[src/rtl/core/bx3_pkg.sv]
package bx3_pkg;

   localparam int MAX_ROW         = 64;
   localparam int MAX_PLANE       = 4096;
   localparam int MAX_PLANES      = 65536;
   localparam int SAMPLE_BITS     = 16;

   localparam int ROW_LEN_BITS    = 7;
   localparam int PLANE_SIZE_BITS = 13;
   localparam int VOLUME_BITS     = 29;
   localparam int CSR_INDEX_BITS  = 2;
   localparam int CSR_DATA_BITS   = VOLUME_BITS;

   localparam int X_BITS          = 6;
   localparam int Y_BITS          = 12;
   localparam int Z_BITS          = 16;
   localparam int NZ_BITS         = Z_BITS + 1;

   localparam int ROW_ADDR_BITS   = $clog2(MAX_ROW);
   localparam int PLANE_ADDR_BITS = $clog2(MAX_PLANE);

   localparam int DIV_STEPS       = VOLUME_BITS;
   localparam int STEP_BITS       = $clog2(DIV_STEPS);

   localparam int ROW_SUM_BITS    = SAMPLE_BITS + 2;
   localparam int SUM_BITS        = SAMPLE_BITS + 5;
   localparam int RECIP_BITS      = 23;
   localparam int RECIP_SHIFT     = 26;
   localparam int PROD_BITS       = SUM_BITS + RECIP_BITS;

   localparam logic [ROW_LEN_BITS-1:0]    ROW_LENGTH_RESET  = ROW_LEN_BITS'(16);
   localparam logic [PLANE_SIZE_BITS-1:0] PLANE_SIZE_RESET  = PLANE_SIZE_BITS'(256);
   localparam logic [VOLUME_BITS-1:0]     VOLUME_SIZE_RESET = VOLUME_BITS'(4096);
   localparam logic [ROW_LEN_BITS-1:0]    ROW_MIN           = ROW_LEN_BITS'(3);
   localparam logic [ROW_LEN_BITS-1:0]    ROW_MAX           = ROW_LEN_BITS'(MAX_ROW);
   localparam logic [PLANE_SIZE_BITS-1:0] PLANE_MIN         = PLANE_SIZE_BITS'(9);
   localparam logic [PLANE_SIZE_BITS-1:0] PLANE_MAX         = PLANE_SIZE_BITS'(MAX_PLANE);

   typedef logic signed [SAMPLE_BITS-1:0]  sample_type;
   typedef sample_type [2:0][2:0][2:0]     window_type;
   typedef logic signed [ROW_SUM_BITS-1:0] row_sum_type;
   typedef logic signed [SUM_BITS-1:0]     sum_type;
   typedef logic signed [PROD_BITS-1:0]    prod_type;

   localparam prod_type RECIP27    = prod_type'(2485513);
   localparam prod_type ROUND_BIAS = prod_type'(1) <<< (RECIP_SHIFT - 1);

   typedef enum logic [CSR_INDEX_BITS-1:0] {
      CSR_ROW_LENGTH  = 2'd0,
      CSR_PLANE_SIZE  = 2'd1,
      CSR_VOLUME_SIZE = 2'd2
   } csr_index_type;

   typedef struct packed {
      logic [X_BITS-1:0] center_x;
      logic [Y_BITS-1:0] center_y;
      logic [Z_BITS-1:0] center_z;
      logic              last;
   } tag_type;

   typedef struct packed {
      logic                       run;
      logic                       restart;
      logic [ROW_ADDR_BITS-1:0]   row_wrap;
      logic [PLANE_ADDR_BITS-1:0] plane_wrap;
   } geom_type;

endpackage

[src/rtl/core/bx3_ctrl.sv]
module bx3_ctrl (
   input  logic                                clock,
   input  logic                                reset,
   input  logic                                csr_we,
   input  logic [bx3_pkg::CSR_INDEX_BITS-1:0]  csr_index,
   input  logic [bx3_pkg::CSR_DATA_BITS-1:0]   csr_wdata,
   input  logic                                accept,
   output bx3_pkg::geom_type                   geom,
   output logic                                emit,
   output bx3_pkg::tag_type                    tag
);

   typedef enum logic [4:0] {
      ST_LOAD   = 5'b00001,
      ST_DIV_NY = 5'b00010,
      ST_DIV_NZ = 5'b00100,
      ST_MUL    = 5'b01000,
      ST_RUN    = 5'b10000
   } seq_state_type;

   seq_state_type state_ff, state_in;

   logic [bx3_pkg::ROW_LEN_BITS-1:0]    row_length_ff, row_length_in;
   logic [bx3_pkg::PLANE_SIZE_BITS-1:0] plane_size_ff, plane_size_in;
   logic [bx3_pkg::VOLUME_BITS-1:0]     volume_size_ff, volume_size_in;
   logic                                restart;

   logic [bx3_pkg::ROW_LEN_BITS-1:0]    nx_ff, nx_in;
   logic [bx3_pkg::Y_BITS-1:0]          ny_ff, ny_in;
   logic [bx3_pkg::NZ_BITS-1:0]         nz_ff, nz_in;
   logic [bx3_pkg::ROW_ADDR_BITS-1:0]   row_wrap_ff, row_wrap_in;
   logic [bx3_pkg::PLANE_ADDR_BITS-1:0] plane_wrap_ff, plane_wrap_in;

   logic [bx3_pkg::PLANE_SIZE_BITS-1:0] rem_ff, rem_in;
   logic [bx3_pkg::VOLUME_BITS-1:0]     quo_ff, quo_in;
   logic [bx3_pkg::PLANE_SIZE_BITS-1:0] dvsr_ff, dvsr_in;
   logic [bx3_pkg::STEP_BITS-1:0]       step_ff, step_in;

   logic [bx3_pkg::X_BITS-1:0]          pos_x_ff, pos_x_in;
   logic [bx3_pkg::Y_BITS-1:0]          pos_y_ff, pos_y_in;
   logic [bx3_pkg::Z_BITS-1:0]          pos_z_ff, pos_z_in;

   logic [bx3_pkg::ROW_LEN_BITS-1:0]    nx_c;
   logic [bx3_pkg::PLANE_SIZE_BITS-1:0] plane_c;
   logic [bx3_pkg::PLANE_SIZE_BITS:0]   trial;
   logic                                trial_ge;
   logic [bx3_pkg::PLANE_SIZE_BITS-1:0] rem_next;
   logic [bx3_pkg::VOLUME_BITS-1:0]     quo_next;
   logic [bx3_pkg::ROW_LEN_BITS+bx3_pkg::Y_BITS-1:0] pstride;
   logic [bx3_pkg::Y_BITS-1:0]          ny_c;
   logic [bx3_pkg::NZ_BITS-1:0]         nz_c;
   logic [bx3_pkg::ROW_LEN_BITS-1:0]    x_next;
   logic [bx3_pkg::Y_BITS:0]            y_next;
   logic [bx3_pkg::NZ_BITS-1:0]         z_next;

   // register writes
   always_comb begin
      restart        = 1'b0;
      row_length_in  = row_length_ff;
      plane_size_in  = plane_size_ff;
      volume_size_in = volume_size_ff;
      if (csr_we) begin
         unique case (bx3_pkg::csr_index_type'(csr_index))
            bx3_pkg::CSR_ROW_LENGTH: begin
               row_length_in = csr_wdata[bx3_pkg::ROW_LEN_BITS-1:0];
               restart       = 1'b1;
            end
            bx3_pkg::CSR_PLANE_SIZE: begin
               plane_size_in = csr_wdata[bx3_pkg::PLANE_SIZE_BITS-1:0];
               restart       = 1'b1;
            end
            bx3_pkg::CSR_VOLUME_SIZE: begin
               volume_size_in = csr_wdata;
               restart        = 1'b1;
            end
            default: ;
         endcase
      end
   end

   always_comb begin
      if (row_length_ff < bx3_pkg::ROW_MIN) begin
         nx_c = bx3_pkg::ROW_MIN;
      end else if (row_length_ff > bx3_pkg::ROW_MAX) begin
         nx_c = bx3_pkg::ROW_MAX;
      end else begin
         nx_c = row_length_ff;
      end
      if (plane_size_ff < bx3_pkg::PLANE_MIN) begin
         plane_c = bx3_pkg::PLANE_MIN;
      end else if (plane_size_ff > bx3_pkg::PLANE_MAX) begin
         plane_c = bx3_pkg::PLANE_MAX;
      end else begin
         plane_c = plane_size_ff;
      end
   end

   // one restoring division step
   always_comb begin
      trial    = {rem_ff, quo_ff[bx3_pkg::VOLUME_BITS-1]};
      trial_ge = trial >= {1'b0, dvsr_ff};
      rem_next = trial_ge ? bx3_pkg::PLANE_SIZE_BITS'(trial - {1'b0, dvsr_ff})
                          : trial[bx3_pkg::PLANE_SIZE_BITS-1:0];
      quo_next = {quo_ff[bx3_pkg::VOLUME_BITS-2:0], trial_ge};
      pstride  = nx_ff * ny_ff;
   end

   always_comb begin
      state_in      = state_ff;
      nx_in         = nx_ff;
      ny_in         = ny_ff;
      nz_in         = nz_ff;
      row_wrap_in   = row_wrap_ff;
      plane_wrap_in = plane_wrap_ff;
      rem_in        = rem_ff;
      quo_in        = quo_ff;
      dvsr_in       = dvsr_ff;
      step_in       = step_ff;
      unique case (state_ff)
         ST_LOAD: begin
            nx_in       = nx_c;
            row_wrap_in = bx3_pkg::ROW_ADDR_BITS'(nx_c - bx3_pkg::ROW_LEN_BITS'(2));
            quo_in      = bx3_pkg::VOLUME_BITS'(plane_c);
            dvsr_in     = bx3_pkg::PLANE_SIZE_BITS'(nx_c);
            rem_in      = '0;
            step_in     = '0;
            state_in    = ST_DIV_NY;
         end
         ST_DIV_NY: begin
            rem_in  = rem_next;
            quo_in  = quo_next;
            step_in = step_ff + bx3_pkg::STEP_BITS'(1);
            if (step_ff == bx3_pkg::STEP_BITS'(bx3_pkg::DIV_STEPS - 1)) begin
               ny_in    = quo_next[bx3_pkg::Y_BITS-1:0];
               quo_in   = volume_size_ff;
               dvsr_in  = plane_c;
               rem_in   = '0;
               step_in  = '0;
               state_in = ST_DIV_NZ;
            end
         end
         ST_DIV_NZ: begin
            rem_in  = rem_next;
            quo_in  = quo_next;
            step_in = step_ff + bx3_pkg::STEP_BITS'(1);
            if (step_ff == bx3_pkg::STEP_BITS'(bx3_pkg::DIV_STEPS - 1)) begin
               if (quo_next > bx3_pkg::VOLUME_BITS'(bx3_pkg::MAX_PLANES)) begin
                  nz_in = bx3_pkg::NZ_BITS'(bx3_pkg::MAX_PLANES);
               end else begin
                  nz_in = quo_next[bx3_pkg::NZ_BITS-1:0];
               end
               state_in = ST_MUL;
            end
         end
         ST_MUL: begin
            plane_wrap_in = bx3_pkg::PLANE_ADDR_BITS'(pstride - $bits(pstride)'(2));
            state_in      = ST_RUN;
         end
         ST_RUN: ;
         default: state_in = ST_LOAD;
      endcase
      if (restart) begin
         state_in = ST_LOAD;
      end
   end

   // raster position
   always_comb begin
      ny_c     = (ny_ff == '0) ? bx3_pkg::Y_BITS'(1) : ny_ff;
      nz_c     = (nz_ff == '0) ? bx3_pkg::NZ_BITS'(1) : nz_ff;
      x_next   = {1'b0, pos_x_ff} + bx3_pkg::ROW_LEN_BITS'(1);
      y_next   = {1'b0, pos_y_ff} + (bx3_pkg::Y_BITS + 1)'(1);
      z_next   = {1'b0, pos_z_ff} + bx3_pkg::NZ_BITS'(1);
      pos_x_in = pos_x_ff;
      pos_y_in = pos_y_ff;
      pos_z_in = pos_z_ff;
      if (restart) begin
         pos_x_in = '0;
         pos_y_in = '0;
         pos_z_in = '0;
      end else if (accept) begin
         if (x_next >= nx_ff) begin
            pos_x_in = '0;
            if (y_next >= {1'b0, ny_c}) begin
               pos_y_in = '0;
               if (z_next >= nz_c) begin
                  pos_z_in = '0;
               end else begin
                  pos_z_in = z_next[bx3_pkg::Z_BITS-1:0];
               end
            end else begin
               pos_y_in = y_next[bx3_pkg::Y_BITS-1:0];
            end
         end else begin
            pos_x_in = x_next[bx3_pkg::X_BITS-1:0];
         end
      end
   end

   always_ff @(posedge clock) begin
      if (reset) begin
         state_ff       <= ST_LOAD;
         row_length_ff  <= bx3_pkg::ROW_LENGTH_RESET;
         plane_size_ff  <= bx3_pkg::PLANE_SIZE_RESET;
         volume_size_ff <= bx3_pkg::VOLUME_SIZE_RESET;
         nx_ff          <= bx3_pkg::ROW_LENGTH_RESET;
         ny_ff          <= bx3_pkg::Y_BITS'(16);
         nz_ff          <= bx3_pkg::NZ_BITS'(16);
         row_wrap_ff    <= '0;
         plane_wrap_ff  <= '0;
         pos_x_ff       <= '0;
         pos_y_ff       <= '0;
         pos_z_ff       <= '0;
      end else begin
         state_ff       <= state_in;
         row_length_ff  <= row_length_in;
         plane_size_ff  <= plane_size_in;
         volume_size_ff <= volume_size_in;
         nx_ff          <= nx_in;
         ny_ff          <= ny_in;
         nz_ff          <= nz_in;
         row_wrap_ff    <= row_wrap_in;
         plane_wrap_ff  <= plane_wrap_in;
         pos_x_ff       <= pos_x_in;
         pos_y_ff       <= pos_y_in;
         pos_z_ff       <= pos_z_in;
      end
   end

   always_ff @(posedge clock) begin
      rem_ff  <= rem_in;
      quo_ff  <= quo_in;
      dvsr_ff <= dvsr_in;
      step_ff <= step_in;
   end

   always_comb begin
      geom.run        = (state_ff == ST_RUN);
      geom.restart    = restart;
      geom.row_wrap   = row_wrap_ff;
      geom.plane_wrap = plane_wrap_ff;

      emit = (pos_x_ff >= bx3_pkg::X_BITS'(2)) && (pos_y_ff >= bx3_pkg::Y_BITS'(2)) &&
             (pos_z_ff >= bx3_pkg::Z_BITS'(2)) && ({1'b0, pos_x_ff} < nx_ff) &&
             (pos_y_ff < ny_ff) && ({1'b0, pos_z_ff} < nz_ff);

      tag.center_x = pos_x_ff - bx3_pkg::X_BITS'(1);
      tag.center_y = pos_y_ff - bx3_pkg::Y_BITS'(1);
      tag.center_z = pos_z_ff - bx3_pkg::Z_BITS'(1);
      tag.last     = emit && ({1'b0, pos_x_ff} == nx_ff - bx3_pkg::ROW_LEN_BITS'(1)) &&
                     (pos_y_ff == ny_ff - bx3_pkg::Y_BITS'(1)) &&
                     ({1'b0, pos_z_ff} == nz_ff - bx3_pkg::NZ_BITS'(1));
   end

   assert property (@(posedge clock) disable iff (reset) restart |=> !geom.run)
      else $error("sequencer still running after a register write");

   assert property (@(posedge clock) disable iff (reset)
      geom.run |-> ({1'b0, pos_x_ff} < nx_ff))
      else $error("x position beyond row length");

   assert property (@(posedge clock) disable iff (reset) accept |-> geom.run)
      else $error("transfer taken while extents are being derived");

endmodule

[config.mk]
export PLATFORM = sky130hd
export DESIGN_NAME = bx3_ctrl
export DESIGN_NICKNAME = d
export VERILOG_FILES = /design/src/rtl/core/bx3_pkg.sv /design/src/rtl/core/bx3_ctrl.sv
export SDC_FILE = /design/constraint.sdc
export NUM_CORES = 1
export LEC_CHECK = 0
export ABC_AREA = 0
export ABC_CLOCK_PERIOD_IN_PS = 5200
export BUFFER_PORTS_ARGS = -buffer_cell sky130_fd_sc_hd__buf_2
export CORE_UTILIZATION = 59
export DETAILED_ROUTE_END_ITERATION = 16
export PLACE_DENSITY = 0.78
export SYNTH_ARGS = -nofsm -noshare
export SYNTH_HDL_FRONTEND = slang
export SYNTH_SLANG_ARGS = --single-unit
[constraint.sdc]
create_clock -name clock -period 5.2 [get_ports clock]
set_clock_uncertainty 0.2 [all_clocks]
set_input_delay 0.78 -clock clock [delete_from_list [all_inputs] [get_ports clock]]
set_output_delay 0.78 -clock clock [all_outputs]
set_load 0.05 [all_outputs]
Word level (Yosys, flattened, before mapping)

Cells that the tools add are included.
W data, S select, Z words.

Bits in registers: 202
Input bits: 35
Output and inout bits: 56
Word-level logic and storage cells: 107

Add/sub/neg operators: 13
Multiply operators: 1
$lt $le $gt $ge: 15
Eq/ne operators: 13
Muxes and demuxes: 24
Bitwise operators: 1
Reduce and logical (&&, ||, !) cells: 24

Operators with widths:

| kind                    | count |
|---|---|
| $pmux W29 S3            | 1 |
| $mux W13                | 5 |
| $pmux W13 S3            | 1 |
| $mux W17                | 2 |
| $gt A29 B17 Y1 const B  | 1 |
| $mux W29                | 1 |
| $pmux W13 S2            | 1 |
| $pmux W5 S5             | 1 |
| $mux W12                | 2 |
| $sub A12 B1 Y12 const B | 2 |
| $add A16 B1 Y17 const B | 1 |
| $eq A16 B17 Y1          | 1 |
| $ge A17 B17 Y1          | 1 |
| $logic_not A17 Y1       | 1 |
| $lt A16 B17 Y1          | 1 |
| $sub A17 B1 Y17 const B | 1 |
| $ge A16 B2 Y1 const B   | 1 |
| $mux W16                | 1 |
| $sub A16 B1 Y16 const B | 1 |
| $mux W5                 | 3 |
| $pmux W5 S3             | 1 |
| $ge A14 B13 Y1          | 1 |
| $mux W7                 | 2 |
| $reduce_and A2 Y1       | 7 |
| other kinds (40)        | 51 |

Logic depth before layout (Yosys ltp)

Depth after elaboration: 9
Gate-level depth with buffers: 18
Mapped depth without buffers: 17

Worst setup path after synthesis

OpenSTA, ideal clock, no wires.

Kind: flip-flop to flip-flop
Start: register nx_ff[2] (netlist bit)
End: register plane_wrap_ff[11] (netlist bit)
Setup time: 86 ps
Arrival: 4195 ps
Data required time: 4914 ps
Slack: 719 ps
Stages on the path, launching flop included: 17
Path buffers: 1
Period minus slack after synthesis: 4481 ps
Path through: dfxtp_1 -> clkbuf_1 -> inv_1 -> nor2_1 -> fa_1 -> fa_1 -> inv_1 -> fa_1 -> fa_1 -> inv_1 -> ha_1 -> a21oi_1 -> o211ai_1 -> a21o_1 -> a21oi_1 -> xnor2_1 -> a211oi_1

Longest elaborated chain between the ends: 2

RTL lines:

| item                   | line            | text |
|---|---|---|
| start, declared        | bx3_ctrl.sv:28  | `logic [bx3_pkg::ROW_LEN_BITS-1:0] nx_ff, nx_in;` |
| start signal, assigned | bx3_ctrl.sv:206 | `nx_ff <= bx3_pkg::ROW_LENGTH_RESET;` |
| start signal, assigned | bx3_ctrl.sv:219 | `nx_ff <= nx_in;` |
| $mul A7 B12 Y12        | bx3_ctrl.sv:105 | `pstride = nx_ff * ny_ff;` |
| $sub A12 B2 Y12        | bx3_ctrl.sv:156 | `plane_wrap_in = bx3_pkg::PLANE_ADDR_BITS'(pstride - $bits(pstride)'(2));` |
| end signal, assigned   | bx3_ctrl.sv:223 | `plane_wrap_ff <= plane_wrap_in;` |
| end, declared          | bx3_ctrl.sv:32  | `logic [bx3_pkg::PLANE_ADDR_BITS-1:0] plane_wrap_ff, plane_wrap_in;` |

No other way between the ends.
A chain may end at the register's enable or synchronous reset.

Worst setup path in the final report

Start: register nx_ff[3] (netlist bit)
End: register plane_wrap_ff[11] (netlist bit)

The elaborated chain is that of the path after synthesis.

==> results.cfg <==
[synthesis]
synth_largest_area_cell = dfxtp_1
synth_edf_count = 60
synth_cell_types = 80
yosysWarningCount = 0
async_flop_share = 0
seq_area_frac_synth = 0.3243
syn_nets = 1889
netlist_area_um2 = 14260
synth_area_per_cell_um2 = 8.393
synth_area_leaders = dfxtp_1, edfxtp_1, ha_1, nand2_1, xnor2_1
postSynthCellCount = 1699
synth.most_common_cell = nand2_1
yosysTopAreaCellShare = 0.1979
synth_flop_cell = dfxtp_1
synth-seq-cells = 201
synth_common_cells = nand2_1, inv_1, dfxtp_1, nor2_1, a21oi_1

[timing]
whs_ps = 251.4
setup_slack_ps = 371.8
maxSlewHeadroom = 0.2339
rsz0062_at_grt = no
period_share = 0.9285
setup_tns_ps = 0
final_max_slew_viol_count = 0
fmax_mhz = 207.1
tightest_slew_ps = 1146
hold_viol_final = 0
min_period_ps = 4828
setup_viol = 0

[critical_path]
reg2regPathDepth = 15
critPathMaxFanout = 10
worst-path-buf-inv = 3
crit_chain = inv_1 -> nor2_1 -> fa_1 -> fa_1 -> inv_1 -> fa_1 -> fa_1 -> inv_1 -> ha_1 -> a21oi_1 -> o211ai_1 -> a21o_1 -> a21oi_1 -> xnor2_1 -> a211oi_1
crit_arrival_ps = 5070
crit_path_top_delay_cell = fa_1
regToRegSetupSlack_ps = 370
worstSetupStartpoint = nx_ff[3]
crit_path_max_incr_delay_ps = 550
cp.depth = 15
cp_common_cell = fa_1
critPathTopFamily = adder cells
crit_path_end = plane_wrap_ff[11]
worstPathRequired_ps = 5440
cp-end-kind = flop
worstSetupPathType = reg2reg
rr_endpoint = plane_wrap_ff[11]
crit_path_start_kind = flop
rr_startpoint = nx_ff[3]

[routing]
drtAntennaViolNets = 0
wl_um = 36070
vias = 12240
first_pass_iters = 6
vias_per_cell = 5.898
drc = 0
avgRoutedWirePerCell_um = 17.38
drt_iter0_drc = 1335

[pwr]
p_total_uw = 4001
p_per_area_nw_per_um2 = 256.6
leakage_uw = 0.006460
max-vdd-ir-drop_mv = 0.3133

[grt]
grt_usage = 0.2961
grt_pass1_wl_um = 58330
overflow = 0
antenna_found_initial = 0
grt_pass1_vias = 11420
grt_max_degree = 58

[final_layout]
area_growth_pct = 9.318
finalInstanceArea_um2 = 15590
num_antenna_cells = 0
drive_gt1_frac = 0.1002
fillers = 1996
layout.nets = 1928

[min_path]
hold_path_class = reg2reg
min_path_cells = 2

[clock_tree]
cts-resized-gates = 0
clockBufferDepth = 3
clock-sinks = 201
cts_buffers = 24
cts_max_level = 1
cts_root_buffer = clkbuf_16
tritoncts = yes
cts_setup_buffers = 0
cts_hold_buffers = 0
clk_latency_ps = 540
clk_pin_slew_ps = 60

[floorplanning]
std_cell_rows = 56
core_um2 = 23610
die_w_um = 157.5
die_area_um2 = 24800
start_util = 0.6039
io-pin-count = 91
fp.dieH_um = 157.5

[placement]
place.gp.congestion = 0.9370
preCtsSetupSlack_ps = 407.4
placed_cell_area_um2 = 14850
numPortBuffers = 90
place_hpwl_um = 26820

[run_status]
status = complete, no violations

[job]
drv_cap = 0
[stage by stage]
step / utilization / instances
final: 0.6602 / 2075
after global routing: 0.6602 / 2075
after CTS: 0.6602 / 2075
after detailed placement: 0.6287 / 2031
after global placement: 0.6287 / 2031
after floorplan: - / 1699
[layer usage]
layer | global-route usage | part of all wire | up-vias
li1 | - | - | 5944
met3 | 0.04405 | 0.083 | 89
met2 | 0.4684 | 0.44 | 521
met5 | 0 | 0 | -
met1 | 0.4173 | 0.45 | 5684
met4 | 0.08784 | 0.027 | 0
[sequential cells by signal, indices dropped and copies added, names as in the netlist, 6 cells and up]
register        cells
dvsr_ff            13
row_length_ff       7
pos_x_ff            6
volume_size_ff     29
plane_size_ff      13
rem_ff             13
nz_ff              17
plane_wrap_ff      12
quo_ff             29
ny_ff              12
nx_ff               7
pos_z_ff           16
pos_y_ff           12
[how the worst min path moves through the flow]
stage | from | slack [ps] | end
finish | plane_wrap_ff[3] | 250 | plane_wrap_ff[3]
floorplan | volume_size_ff[0] | 240 | volume_size_ff[0]
CTS | plane_wrap_ff[0] | 250 | plane_wrap_ff[0]
detailed placement | plane_wrap_ff[0] | 240 | plane_wrap_ff[0]
global route | csr_wdata[27] | 270 | volume_size_ff[27]
global placement | plane_wrap_ff[3] | 240 | plane_wrap_ff[3]
[cells in the final DEF, fill, tap and decap left out, types with 40 or more instances in the layout]
| master | n |
|---|---|
| xnor2_1 | 88 |
| nand2_1 | 237 |
| xor2_1 | 40 |
| nand3_1 | 68 |
| dfxtp_1 | 141 |
| a21oi_1 | 120 |
| edfxtp_1 | 60 |
| nor2_1 | 125 |
| inv_1 | 158 |
| ha_1 | 117 |
| buf_2 | 90 |
[worst min-delay path: stages (launching register included)]
cell and delay, ps:
dfxtp_1 300, nand2_1 50, a21oi_1 50
[cell families after synthesis]
kind of cell / synth area share
AND/OR/NAND/NOR: 0.2078
AO/OA/AOI/OAI: 0.1470
buffers and inverters: 0.07362
adder cells (fa/ha/maj): 0.1560
XOR/XNOR: 0.07862
multiplexers: 0.01272
flip-flops: 0.3243
[where the power goes]
group,leakage [uW],internal [uW],switching (uW)
sequential,0.00178,1710,78.8
clock,0.000358,895,686
combinational,0.00432,229,397
total,0.00646,2840,1160
[cell type report]
| class | count | area, um2 | share of cell area |
|---|---|---|---|
| Inverter | 161 | 604.3 | 0.03877 |
| Clock inverter | 10 | 81.33 | 0.005217 |
| Sequential cell | 201 | 4624 | 0.2967 |
| Timing Repair Buffer | 113 | 623.1 | 0.03997 |
| Tap cell | 319 | 399.1 | 0.02560 |
| Multi-Input combinational cell | 1237 | 8594 | 0.5513 |
| Clock buffer | 34 | 661.9 | 0.04246 |
No activity file was read; power rests on OpenSTA's default activity.
