File: config.mk
export PLATFORM = sky130hd
export DESIGN_NAME = bx3_mean_flat
export DESIGN_NICKNAME = d
export VERILOG_FILES = /design/src/rtl/core/bx3_pkg.sv /design/src/rtl/core/bx3_rsp_if.sv /design/src/rtl/core/bx3_mean.sv /design/src/flat_wrapper.sv
export SDC_FILE = /design/constraint.sdc
export NUM_CORES = 1
export LEC_CHECK = 0
export BUFFER_PORTS_ARGS = -buffer_cell sky130_fd_sc_hd__buf_2
export CAP_MARGIN = 20
export CORE_UTILIZATION = 27
export DETAILED_ROUTE_END_ITERATION = 7
export RECOVER_POWER = 25
export SYNTH_ARGS = -nofsm -noshare
export SYNTH_HDL_FRONTEND = slang
export SYNTH_SLANG_ARGS = --single-unit
File: constraint.sdc
create_clock -name clock -period 9.1 [get_ports clock]
set_input_delay 0.455 -clock clock [delete_from_list [all_inputs] [get_ports clock]]
set_output_delay 0.455 -clock clock [all_outputs]
set_load 0.01 [all_outputs]
File: src/rtl/core/bx3_pkg.sv
package bx3_pkg;

   localparam int MAX_ROW         = 64;
   localparam int MAX_PLANE       = 4096;
   localparam int MAX_PLANES      = 65536;
   localparam int SAMPLE_BITS     = 16;

   localparam int ROW_LEN_BITS    = 7;
   localparam int PLANE_SIZE_BITS = 13;
   localparam int VOLUME_BITS     = 29;
   localparam int CSR_INDEX_BITS  = 2;
   localparam int CSR_DATA_BITS   = VOLUME_BITS;

   localparam int X_BITS          = 6;
   localparam int Y_BITS          = 12;
   localparam int Z_BITS          = 16;
   localparam int NZ_BITS         = Z_BITS + 1;

   localparam int ROW_ADDR_BITS   = $clog2(MAX_ROW);
   localparam int PLANE_ADDR_BITS = $clog2(MAX_PLANE);

   localparam int DIV_STEPS       = VOLUME_BITS;
   localparam int STEP_BITS       = $clog2(DIV_STEPS);

   localparam int ROW_SUM_BITS    = SAMPLE_BITS + 2;
   localparam int SUM_BITS        = SAMPLE_BITS + 5;
   localparam int RECIP_BITS      = 23;
   localparam int RECIP_SHIFT     = 26;
   localparam int PROD_BITS       = SUM_BITS + RECIP_BITS;

   localparam logic [ROW_LEN_BITS-1:0]    ROW_LENGTH_RESET  = ROW_LEN_BITS'(16);
   localparam logic [PLANE_SIZE_BITS-1:0] PLANE_SIZE_RESET  = PLANE_SIZE_BITS'(256);
   localparam logic [VOLUME_BITS-1:0]     VOLUME_SIZE_RESET = VOLUME_BITS'(4096);
   localparam logic [ROW_LEN_BITS-1:0]    ROW_MIN           = ROW_LEN_BITS'(3);
   localparam logic [ROW_LEN_BITS-1:0]    ROW_MAX           = ROW_LEN_BITS'(MAX_ROW);
   localparam logic [PLANE_SIZE_BITS-1:0] PLANE_MIN         = PLANE_SIZE_BITS'(9);
   localparam logic [PLANE_SIZE_BITS-1:0] PLANE_MAX         = PLANE_SIZE_BITS'(MAX_PLANE);

   typedef logic signed [SAMPLE_BITS-1:0]  sample_type;
   typedef sample_type [2:0][2:0][2:0]     window_type;
   typedef logic signed [ROW_SUM_BITS-1:0] row_sum_type;
   typedef logic signed [SUM_BITS-1:0]     sum_type;
   typedef logic signed [PROD_BITS-1:0]    prod_type;

   localparam prod_type RECIP27    = prod_type'(2485513);
   localparam prod_type ROUND_BIAS = prod_type'(1) <<< (RECIP_SHIFT - 1);

   typedef enum logic [CSR_INDEX_BITS-1:0] {
      CSR_ROW_LENGTH  = 2'd0,
      CSR_PLANE_SIZE  = 2'd1,
      CSR_VOLUME_SIZE = 2'd2
   } csr_index_type;

   typedef struct packed {
      logic [X_BITS-1:0] center_x;
      logic [Y_BITS-1:0] center_y;
      logic [Z_BITS-1:0] center_z;
      logic              last;
   } tag_type;

   typedef struct packed {
      logic                       run;
      logic                       restart;
      logic [ROW_ADDR_BITS-1:0]   row_wrap;
      logic [PLANE_ADDR_BITS-1:0] plane_wrap;
   } geom_type;

endpackage

File: src/rtl/core/bx3_rsp_if.sv
interface bx3_rsp_if;
   logic                        valid;
   logic                        ready;
   bx3_pkg::sample_type         average;
   logic [bx3_pkg::X_BITS-1:0]  center_x;
   logic [bx3_pkg::Y_BITS-1:0]  center_y;
   logic [bx3_pkg::Z_BITS-1:0]  center_z;
   logic                        last;

   modport source (output valid, output average, output center_x, output center_y,
                   output center_z, output last, input ready);
   modport sink (input valid, input average, input center_x, input center_y,
                 input center_z, input last, output ready);
endinterface

File: src/rtl/core/bx3_mean.sv
module bx3_mean (
   input  logic                 clock,
   input  logic                 reset,
   input  logic                 load,
   input  bx3_pkg::tag_type     tag,
   input  bx3_pkg::window_type  window,
   output logic                 ready,
   bx3_rsp_if.source            rsp_bus
);

   logic                 v0_ff, v1_ff, v2_ff, v3_ff, out_valid_ff;
   logic                 en1, en2, en3, en4;
   bx3_pkg::tag_type     tag0_ff, tag1_ff, tag2_ff, tag3_ff, tag4_ff;
   bx3_pkg::row_sum_type rsum_ff [3][3];
   bx3_pkg::row_sum_type rsum_in [3][3];
   bx3_pkg::sum_type     total_ff, total_in;
   bx3_pkg::sum_type     plane_sum;
   bx3_pkg::prod_type    prod_ff, prod_in;
   bx3_pkg::prod_type    rounded;
   bx3_pkg::sample_type  average_ff, average_in;

   always_comb begin
      en4   = !out_valid_ff || rsp_bus.ready;
      en3   = !v3_ff || en4;
      en2   = !v2_ff || en3;
      en1   = !v1_ff || en2;
      ready = !v0_ff || en1;
   end

   always_comb begin
      for (int dz = 0; dz < 3; dz++) begin
         for (int dy = 0; dy < 3; dy++) begin
            rsum_in[dz][dy] = bx3_pkg::row_sum_type'(window[dz][dy][0]) +
                              bx3_pkg::row_sum_type'(window[dz][dy][1]) +
                              bx3_pkg::row_sum_type'(window[dz][dy][2]);
         end
      end
      total_in = '0;
      for (int dz = 0; dz < 3; dz++) begin
         plane_sum = bx3_pkg::sum_type'(rsum_ff[dz][0]) +
                     bx3_pkg::sum_type'(rsum_ff[dz][1]) +
                     bx3_pkg::sum_type'(rsum_ff[dz][2]);
         total_in  = total_in + plane_sum;
      end
      prod_in    = bx3_pkg::prod_type'(total_ff) * bx3_pkg::RECIP27;
      rounded    = prod_ff + bx3_pkg::ROUND_BIAS;
      average_in = rounded[bx3_pkg::RECIP_SHIFT +: bx3_pkg::SAMPLE_BITS];
   end

   always_ff @(posedge clock) begin
      if (reset) begin
         v0_ff        <= 1'b0;
         v1_ff        <= 1'b0;
         v2_ff        <= 1'b0;
         v3_ff        <= 1'b0;
         out_valid_ff <= 1'b0;
      end else begin
         if (ready) begin
            v0_ff <= load;
         end
         if (en1) begin
            v1_ff <= v0_ff;
         end
         if (en2) begin
            v2_ff <= v1_ff;
         end
         if (en3) begin
            v3_ff <= v2_ff;
         end
         if (en4) begin
            out_valid_ff <= v3_ff;
         end
      end
   end

   always_ff @(posedge clock) begin
      if (ready && load) begin
         tag0_ff <= tag;
      end
      if (en1) begin
         rsum_ff <= rsum_in;
         tag1_ff <= tag0_ff;
      end
      if (en2) begin
         total_ff <= total_in;
         tag2_ff  <= tag1_ff;
      end
      if (en3) begin
         prod_ff <= prod_in;
         tag3_ff <= tag2_ff;
      end
      if (en4) begin
         average_ff <= average_in;
         tag4_ff    <= tag3_ff;
      end
   end

   assign rsp_bus.valid    = out_valid_ff;
   assign rsp_bus.average  = average_ff;
   assign rsp_bus.center_x = tag4_ff.center_x;
   assign rsp_bus.center_y = tag4_ff.center_y;
   assign rsp_bus.center_z = tag4_ff.center_z;
   assign rsp_bus.last     = tag4_ff.last;

endmodule

File: src/flat_wrapper.sv
// flat-port wrapper written by rule: the top's interface ports become plain ports
module bx3_mean_flat 
  (clock, reset, load, tag, window, ready, rsp_bus_valid, rsp_bus_average, rsp_bus_center_x, rsp_bus_center_y, rsp_bus_center_z, rsp_bus_last, rsp_bus_ready);
  bx3_rsp_if rsp_bus_i ();
  input  logic clock;
  input  logic reset;
  input  logic load;
  input  bx3_pkg::tag_type tag;
  input  bx3_pkg::window_type window;
  output logic ready;
  output wire logic [$bits(rsp_bus_i.valid)-1:0] rsp_bus_valid;
  output wire logic [$bits(rsp_bus_i.average)-1:0] rsp_bus_average;
  output wire logic [$bits(rsp_bus_i.center_x)-1:0] rsp_bus_center_x;
  output wire logic [$bits(rsp_bus_i.center_y)-1:0] rsp_bus_center_y;
  output wire logic [$bits(rsp_bus_i.center_z)-1:0] rsp_bus_center_z;
  output wire logic [$bits(rsp_bus_i.last)-1:0] rsp_bus_last;
  input wire logic [$bits(rsp_bus_i.ready)-1:0] rsp_bus_ready;
  assign rsp_bus_valid = rsp_bus_i.valid;
  assign rsp_bus_average = rsp_bus_i.average;
  assign rsp_bus_center_x = rsp_bus_i.center_x;
  assign rsp_bus_center_y = rsp_bus_i.center_y;
  assign rsp_bus_center_z = rsp_bus_i.center_z;
  assign rsp_bus_last = rsp_bus_i.last;
  assign rsp_bus_i.ready = rsp_bus_ready;
  bx3_mean u_core (.clock(clock), .reset(reset), .load(load), .tag(tag), .window(window), .ready(ready), .rsp_bus(rsp_bus_i));
endmodule
### Word-level counts from Yosys, hierarchy flattened

Cells that the tools add are included.

| storage, ports and cells | value |
|---|---|
| bits in registers | 421 |
| output and inout port bits | 53 |

| operators by class | value |
|---|---|
| $add $sub $neg | 27 |
| multiply operators | 1 |
| reduce and logical (&&, ||, !) cells | 11 |

Operators by type and width:

| cell | number |
|---|---|
| adder 17 x 16 -> 18 bit | 9 |
| adder 16 x 16 -> 17 bit | 9 |
| adder 19 x 18 -> 20 bit | 3 |
| adder 18 x 18 -> 19 bit | 3 |
| adder 21 bit | 2 |
| adder 42 x 27 -> 42 bit (second input constant) | 1 |
| multiplier 21 x 23 -> 42 bit (second input constant) | 1 |
| zero test 1 bit | 5 |
| logical OR 1 bit | 5 |
| logical AND 1 bit | 1 |

### Logic depth before layout (Yosys ltp)

Gate-level depths: netlist (run 1).

| depth | value |
|---|---|
| word-level depth | 7 |
| depth in mapped cells | 21 |
| depth with buffers taken out | 21 |

### Worst setup path after synthesis (run 1)

OpenSTA, ideal clock, no wires.

| path | value |
|---|---|
| path kind | flip-flop to flip-flop |
| start | register u_core.total_ff[4] |
| end | register u_core.prod_ff[34], data pin |
| setup time | 272 ps |
| data arrival time | 5728 ps |
| data required time | 8828 ps |
| slack | 3099 ps |
| cell stages (with the launch flop) | 20 |
| buffers on the path | 0 |
| clock period less this slack | 6001 ps |
| cell sequence | edfxtp_1 inv_1 fa_1 fa_1 fa_1 inv_1 fa_1 fa_1 fa_1 inv_1 fa_1 inv_1 ha_1 a21oi_1 o211ai_1 nor2_1 nand4_1 a31oi_1 nor4b_1 a211oi_1 |

| between the ends | value |
|---|---|
| word-level cells in the longest chain between the ends | 1 |

Ends and longest elaborated chain:

| what | RTL line | source |
|---|---|---|
| start: declaration | bx3_mean.sv:16 | `bx3_pkg::sum_type total_ff, total_in;` |
| start signal: assignment | bx3_mean.sv:85 | `total_ff <= total_in;` |
| multiplier 21 x 23 -> 42 bit | bx3_mean.sv:45 | `prod_in = bx3_pkg::prod_type'(total_ff) * bx3_pkg::RECIP27;` |
| net u_core.prod_in[34] | bx3_mean.sv:18 | `bx3_pkg::prod_type prod_ff, prod_in;` |
| end signal: assignment | bx3_mean.sv:89 | `prod_ff <= prod_in;` |
| end: declaration | bx3_mean.sv:18 |  |

The timed path passes the listed nets, and every way through them passes these cells.
A chain may end at the register's enable or synchronous reset.

### Worst setup path in the final report (run 1)

Ends and elaborated chain as after synthesis.

==> results of run 1 <==
==> how the worst max path moves through the flow <==
stage	from	end	slack (ps)
after floorplan	u_core.total_ff[4]	u_core.prod_ff[34]	3100
after global placement	u_core.total_ff[4]	u_core.prod_ff[34]	2690
after detailed placement	u_core.total_ff[4]	u_core.prod_ff[34]	2610
after CTS	u_core.total_ff[9]	u_core.prod_ff[34]	2570
after global routing	u_core.total_ff[9]	u_core.prod_ff[34]	2090
final	u_core.total_ff[4]	u_core.prod_ff[34]	2570
==> cell usage after synthesis, types with 6 or more instances <==
cell / number
edfxtp_1: 391
mux2i_1: 6
a21o_1: 58
nand3_1: 42
and2_1: 11
a211o_1: 14
o22ai_1: 9
a211oi_1: 23
o21ai_1: 9
a21oi_1: 146
nand2_1: 100
or2_2: 10
a31oi_1: 25
nor2_1: 136
nor4b_1: 6
fa_1: 376
and3_1: 17
nor2b_1: 37
o21ai_0: 92
clkbuf_1: 6
xnor2_1: 133
or3_1: 8
a21boi_0: 11
a311oi_1: 6
o31ai_1: 13
ha_1: 420
nor3_1: 40
nand4_1: 15
o21a_1: 29
xor2_1: 56
inv_1: 414
a221oi_1: 7
o21bai_1: 33
nand2b_1: 24
o211ai_1: 14
==> sequential cells by signal, summed over array words and instances, names as in the netlist <==
signal / flops
u_core.tag0_ff: 35
u_core.v3_ff: 1
u_core.tag2_ff: 35
u_core.rsp_bus.last: 1
u_core.v0_ff: 1
u_core.rsp_bus.average: 16
u_core.v2_ff: 1
u_core.total_ff: 21
u_core.rsp_bus.center_y: 12
u_core.rsp_bus.center_x: 6
u_core.rsp_bus.center_z: 16
u_core.v1_ff: 1
u_core.tag1_ff: 35
u_core.rsum_ff: 162
u_core.tag3_ff: 35
u_core.rsp_bus.valid: 1
u_core.prod_ff: 17
==> metrics by stage <==
step | area, µm² | utilization, % | std cells
6_report | 40400 | 32.6 | 5107
5_1_grt | 40400 | 32.6 | 5107
4_1_cts | 40500 | 32.6 | 5104
3_5_place_dp | 38600 | 31.1 | 4986
3_3_place_gp | 38600 | 31.1 | 4986
2_1_floorplan | 33900 | - | 2827
==> final cells by class <==
| type | count | area share, % |
|---|---|---|
| clock inverter | 32 | 0.832 |
| antenna | 3 | 0.0186 |
| sequential | 396 | 29.3 |
| inverter | 414 | 3.84 |
| tap | 1637 | 5.06 |
| clock buffer | 52 | 2.85 |
| timing repair buffer | 562 | 7.41 |
| multi-input combinational | 2011 | 50.7 |
==> cell families (layout without fill, tap and decap cells) <==
group	after synthesis	count (layout)	synth area share, %
mux	7	7	0.210
compound gates	550	550	10.9
simple gates	469	469	6.76
buf+inv	420	1060	4.65
flops	396	396	34.9
other cells	0	3	0
xor+xnor	189	189	4.88
fa+ha+maj	796	796	37.7
==> per-layer routing <==
| layer | part of all wire, % | routed length, µm | track usage [%] |
|---|---|---|---|
| met5 | 0 | 0 | 0 |
| met2 | 50 | 41900 | 23.0 |
| met4 | 2.4 | 2020 | 3.91 |
| met1 | 44 | 36600 | 16.6 |
| met3 | 4.0 | 3380 | 2.15 |
==> flow_summary.yaml, run 1 <==
status:
  status: "finished with violations"
  violations: "DRC"
hold_path:
  min_from: "tag[8]"
  hold_path_end: "u_core.tag0_ff[8]"
  hp-class: "input pin to flop"
  whs_path_depth: 1
clock_network:
  numCtsBuffers: 45
  htree_levels: 2
  cts_setup_buffers: 0
  cts-root-buf: "clkbuf_16"
  clkSinkCount: 396
  hold_buffers: 34
  clkTransAtPathRegs_ps: 60
  cts_resized: 0
  cts_tree: "yes"
  clockBufferDepth: 3
  insertion_delay_ps: 610
setup_path:
  crit_chain: "inv_1 > fa_1 > fa_1 > fa_1 > inv_1 > fa_1 > fa_1 > fa_1 > inv_1 > fa_1 > inv_1 > ha_1 > o21ai_0 > a21oi_1 > o21ai_0 > o21ai_0 > a31oi_1 > nor4b_1 > a211oi_1"
  cpMostUsedCell: "fa_1"
  rrSetupSlack_ps: 2570
  arrival_ps: 6860
  slowest_delay_ps: 580
  r2r_cells: 19
  path_class: "flop to flop"
  crit_path_start_kind: "flop"
  r2r-end: "u_core.prod_ff[34]"
  reg2reg_from: "u_core.total_ff[4]"
  slowest_stage: "edfxtp_1"
  cp.depth: 19
  worstPathBufferInverterCount: 4
  cp_max_fo: 8
  end_kind: "flop"
  critical-path-top-delay-family: "adder cells"
  worstPathRequired_ps: 9420
sta:
  maxSlewViolCount: 0
  fin_skew_ps: 31.1
  fin_crit_ps: 6530
  fmax_ghz: 0.153
  setup-tns-final_ps: 0
  fin_crit_sh_pct: 71.8
  grt_setup_unrepaired: "false"
  hold_violations: 0
  max_slew_margin_pct: 34.6
  fin_hold_ws_ps: 52.3
  fin_ws_ps: 2570
  finalSetupViolations: 0
  tightest_slew_ps: 981
placement:
  port_buffers: 523
  preCtsSetupSlack_ps: 2610
  gp_congestion: 0.952
  hpwlAfterDp_um: 72000
floorplanning:
  row_count: 129
  core_mm2: 0.124
  die_w_um: 356
  ioPinCount: 524
  die_y_um: 356
  dieArea_mm2: 0.127
  initial_utilization_pct: 27.3
grt:
  grt_antenna_before_repair: 9
  grt_first_pass_wirelength_um: 128000
  grt_pass1_vias: 23363
  grt_usage_pct: 13.2
  grt_overflow_total: 0
  grt_max_degree: 144
routing:
  wire_per_inst_um: 16.4
  dr.pass1.iters: 8
  viasPerCell: 4.43
  ant_nets: 0
  dr.first_iter.drc_count: 1094
  routed_wirelength_um: 83900
  vias: 22601
  drc: 9
logic_synthesis:
  synth_cell_type_count: 76
  synth_area_leader_cell: "edfxtp_1"
  synth_area_leaders: "edfxtp_1 35%, fa_1 22%, ha_1 15%"
  synthCells: 2827
  synth_edf_count: 391
  ys_warn_count: 0
  netlist_area_mm2: 0.0339
  synthArstFlopShare_pct: 0
  synth_fp_nets: 4094
  synth.avg_cell_area_um2: 12.0
  seq_area_frac_synth_pct: 34.9
  synth-seq-cells: 396
  synth_ff_type: "edfxtp_1"
  synth_top_area_share_pct: 34.6
job:
  maxCapViolCount: 0
finish:
  layout_commonest_cell: "buf_2"
  regArea_mm2: 0.0118
  layout.nets: 4697
  num-fill-cells: 12413
  multiInputGateArea_mm2: 0.0205
  final_cell_mix: "515 x buf_2, 420 x ha_1, 413 x inv_1"
  area.growth.synth_to_final_pct: 19.3
  drive_gt1_share_pct: 18.2
Power of run 1 is left out: the tool's default activity adds up to more than one toggle a clock period on the data nets, which glitch-free logic cannot reach.
==> run 2, diff against run 1 <==
- clock period: 9.1 -> 6.5 ns (I/O delays scaled with it)
==> run 2 against run 1 <==
Against the previous run:
- clock-buffer cell count shrank 1
- sequential share of layout area down 0.14 points
- routed wire length up 4.4%
- final area up 0.49%
- via count is 1.2% higher
- global-route usage up 0.45 points
- critical path type unchanged
- critical path depth increased by 2
- the flow still finishes with violations (DRC)
- register-to-register slack worse by 2300 ps
==> flow_summary.yaml, run 2 (synthesized netlist as in run 1, its figures left out) <==
routing:
  vias: 22862
  dr.pass1.iters: 8
  ant_nets: 0
  dr.first_iter.drc_count: 916
  wire_per_inst_um: 17.1
  viasPerCell: 4.46
  routed_wirelength_um: 87500
  drc: 20
setup_path:
  slowest_stage: "fa_1"
  crit_chain: "buf_4 > ha_1 > fa_1 > inv_1 > fa_1 > inv_1 > fa_1 > fa_1 > fa_1 > inv_1 > fa_1 > inv_1 > ha_1 > a21oi_1 > o211ai_1 > nor2_1 > nand4_1 > buf_4 > a31oi_1 > o21bai_1 > xor2_1"
  r2r_cells: 21
  path_class: "flop to flop"
  crit_path_start_kind: "flop"
  worstPathRequired_ps: 6840
  cp_max_fo: 6
  cpMostUsedCell: "fa_1"
  end_kind: "flop"
  critical-path-top-delay-family: "adder cells"
  slowest_delay_ps: 540
  arrival_ps: 6600
  worstPathBufferInverterCount: 6
  cp.depth: 21
finish:
  drive_gt1_share_pct: 18.7
  num-fill-cells: 12533
  layout.nets: 4716
  final_cell_area_mm2: 0.0406
  final_cell_mix: "515 x buf_2, 420 x ha_1, 413 x inv_1"
  regArea_mm2: 0.0118
  area.growth.synth_to_final_pct: 19.9
  layout_commonest_cell: "buf_2"
  multiInputGateArea_mm2: 0.0205
  largest_reg_flops: 162
  largest-register: "u_core.rsum_ff"
sta:
  fin_crit_ps: 6260
  tightest_slew_ps: 943
  grt_setup_unrepaired: "true"
  fin_ws_ps: 237
  fin_skew_ps: 24.2
  hold_violations: 0
  fmax_ghz: 0.160
  maxSlewViolCount: 0
  finalSetupViolations: 0
  max_slew_margin_pct: 37.1
  fin_crit_sh_pct: 96.3
clock_network:
  insertion_delay_ps: 610
  htree_levels: 2
  cts-root-buf: "clkbuf_16"
  clkSinkCount: 396
  clockBufferDepth: 3
  clkTransAtPathRegs_ps: 60
  numCtsBuffers: 45
  cts_tree: "yes"
grt:
  grt_usage_pct: 13.6
  grt_overflow_total: 0
  grt_max_degree: 141
  grt_antenna_before_repair: 17
  grt_first_pass_wirelength_um: 131000
  grt_pass1_vias: 23458
floorplanning:
  row_count: 129
  die_y_um: 356
  ioPinCount: 524
  dieArea_mm2: 0.127
  die_w_um: 356
  initial_utilization_pct: 27.3
  core_mm2: 0.124
hold_path:
  whs_path_depth: 4
  hp-class: "input pin to flop"
placement:
  gp_congestion: 0.902
  placed_area_mm2: 0.0387
  port_buffers: 523
  hpwlAfterDp_um: 75500
  preCtsSetupSlack_ps: 163
status:
  status: "finished with violations"
  violations: "DRC"
job:
  maxCapViolCount: 0
[run 2: cell types whose count changed in the layout (fill, tap and decap cells not counted), sizes merged, moves of 2 or more]
cell,previous run,this run
diode,3,8
dlygate4sd3,34,37
inv,416,418
clkinv,22,18
buf,520,536
[run 2: through the flow]
step | hold WS (ps) | TNS [ps] | utilization (%) | std cells
3_5_place_dp | 405 | 0 | 31.2 | 4999
6_report | 57.6 | 0 | 32.7 | 5130
3_3_place_gp | 401 | 0 | 31.2 | 4999
5_1_grt | 28.8 | -148 | 32.7 | 5128
2_1_floorplan | 394 | 0 | - | 2827
4_1_cts | 6.16 | 0 | 32.7 | 5119
[run 2: repair_timing]
item / in CTS / in global routing
endpoints found under the setup margin: 0 / 6
hold endpoints to repair: 40 / 0
buffers inserted: 0 / 3
gates resized for setup: 0 / 5
hold buffers: 37 / 0
[run 2: area by class of cell]
type                    instances  share of cell area (%)
clock inverters                32                   0.877
well taps                    1637                    5.04
inverters                     414                    3.82
multi-input cells            2011                    50.5
diodes                          8                  0.0493
repair buffers                581                    7.74
clock buffers                  51                    2.83
flip-flops and latches        396                    29.1
[run 2: worst reg2reg max path, cell delays in order, from the launching register on]
cell and delay (ps):
edfxtp_1 390, buf_4 180, ha_1 380, fa_1 530
inv_1 50, fa_1 500, inv_1 50, fa_1 520
fa_1 440, fa_1 540, inv_1 50, fa_1 530
inv_1 40, ha_1 330, a21oi_1 180, o211ai_1 110
nor2_1 160, nand4_1 250, buf_4 230, a31oi_1 260
o21bai_1 120, xor2_1 150
[run 2: final timing paths]
| path | slack [ps] | end | start |
|---|---|---|---|
| hold / removal | 60 | u_core.rsp_bus.valid | rsp_bus_ready |
| hold reg to reg | 410 | u_core.tag3_ff[18] | u_core.tag2_ff[18] |
| setup reg to reg | 240 | u_core.prod_ff[39] | u_core.total_ff[3] |
| setup / recovery | 240 | u_core.prod_ff[39] | u_core.total_ff[3] |
[run 2: metal layers]
| layer | track usage, % | up-vias | wire length (µm) |
|---|---|---|---|
| met4 | 3.70 | 2 | 2020 |
| met3 | 2.08 | 89 | 3030 |
| li1 | - | 11199 | - |
| met5 | 0.148 | - | 8 |
| met2 | 24.3 | 438 | 44300 |
| met1 | 17.0 | 11134 | 38200 |
Power of run 2 is left out for the same reason.
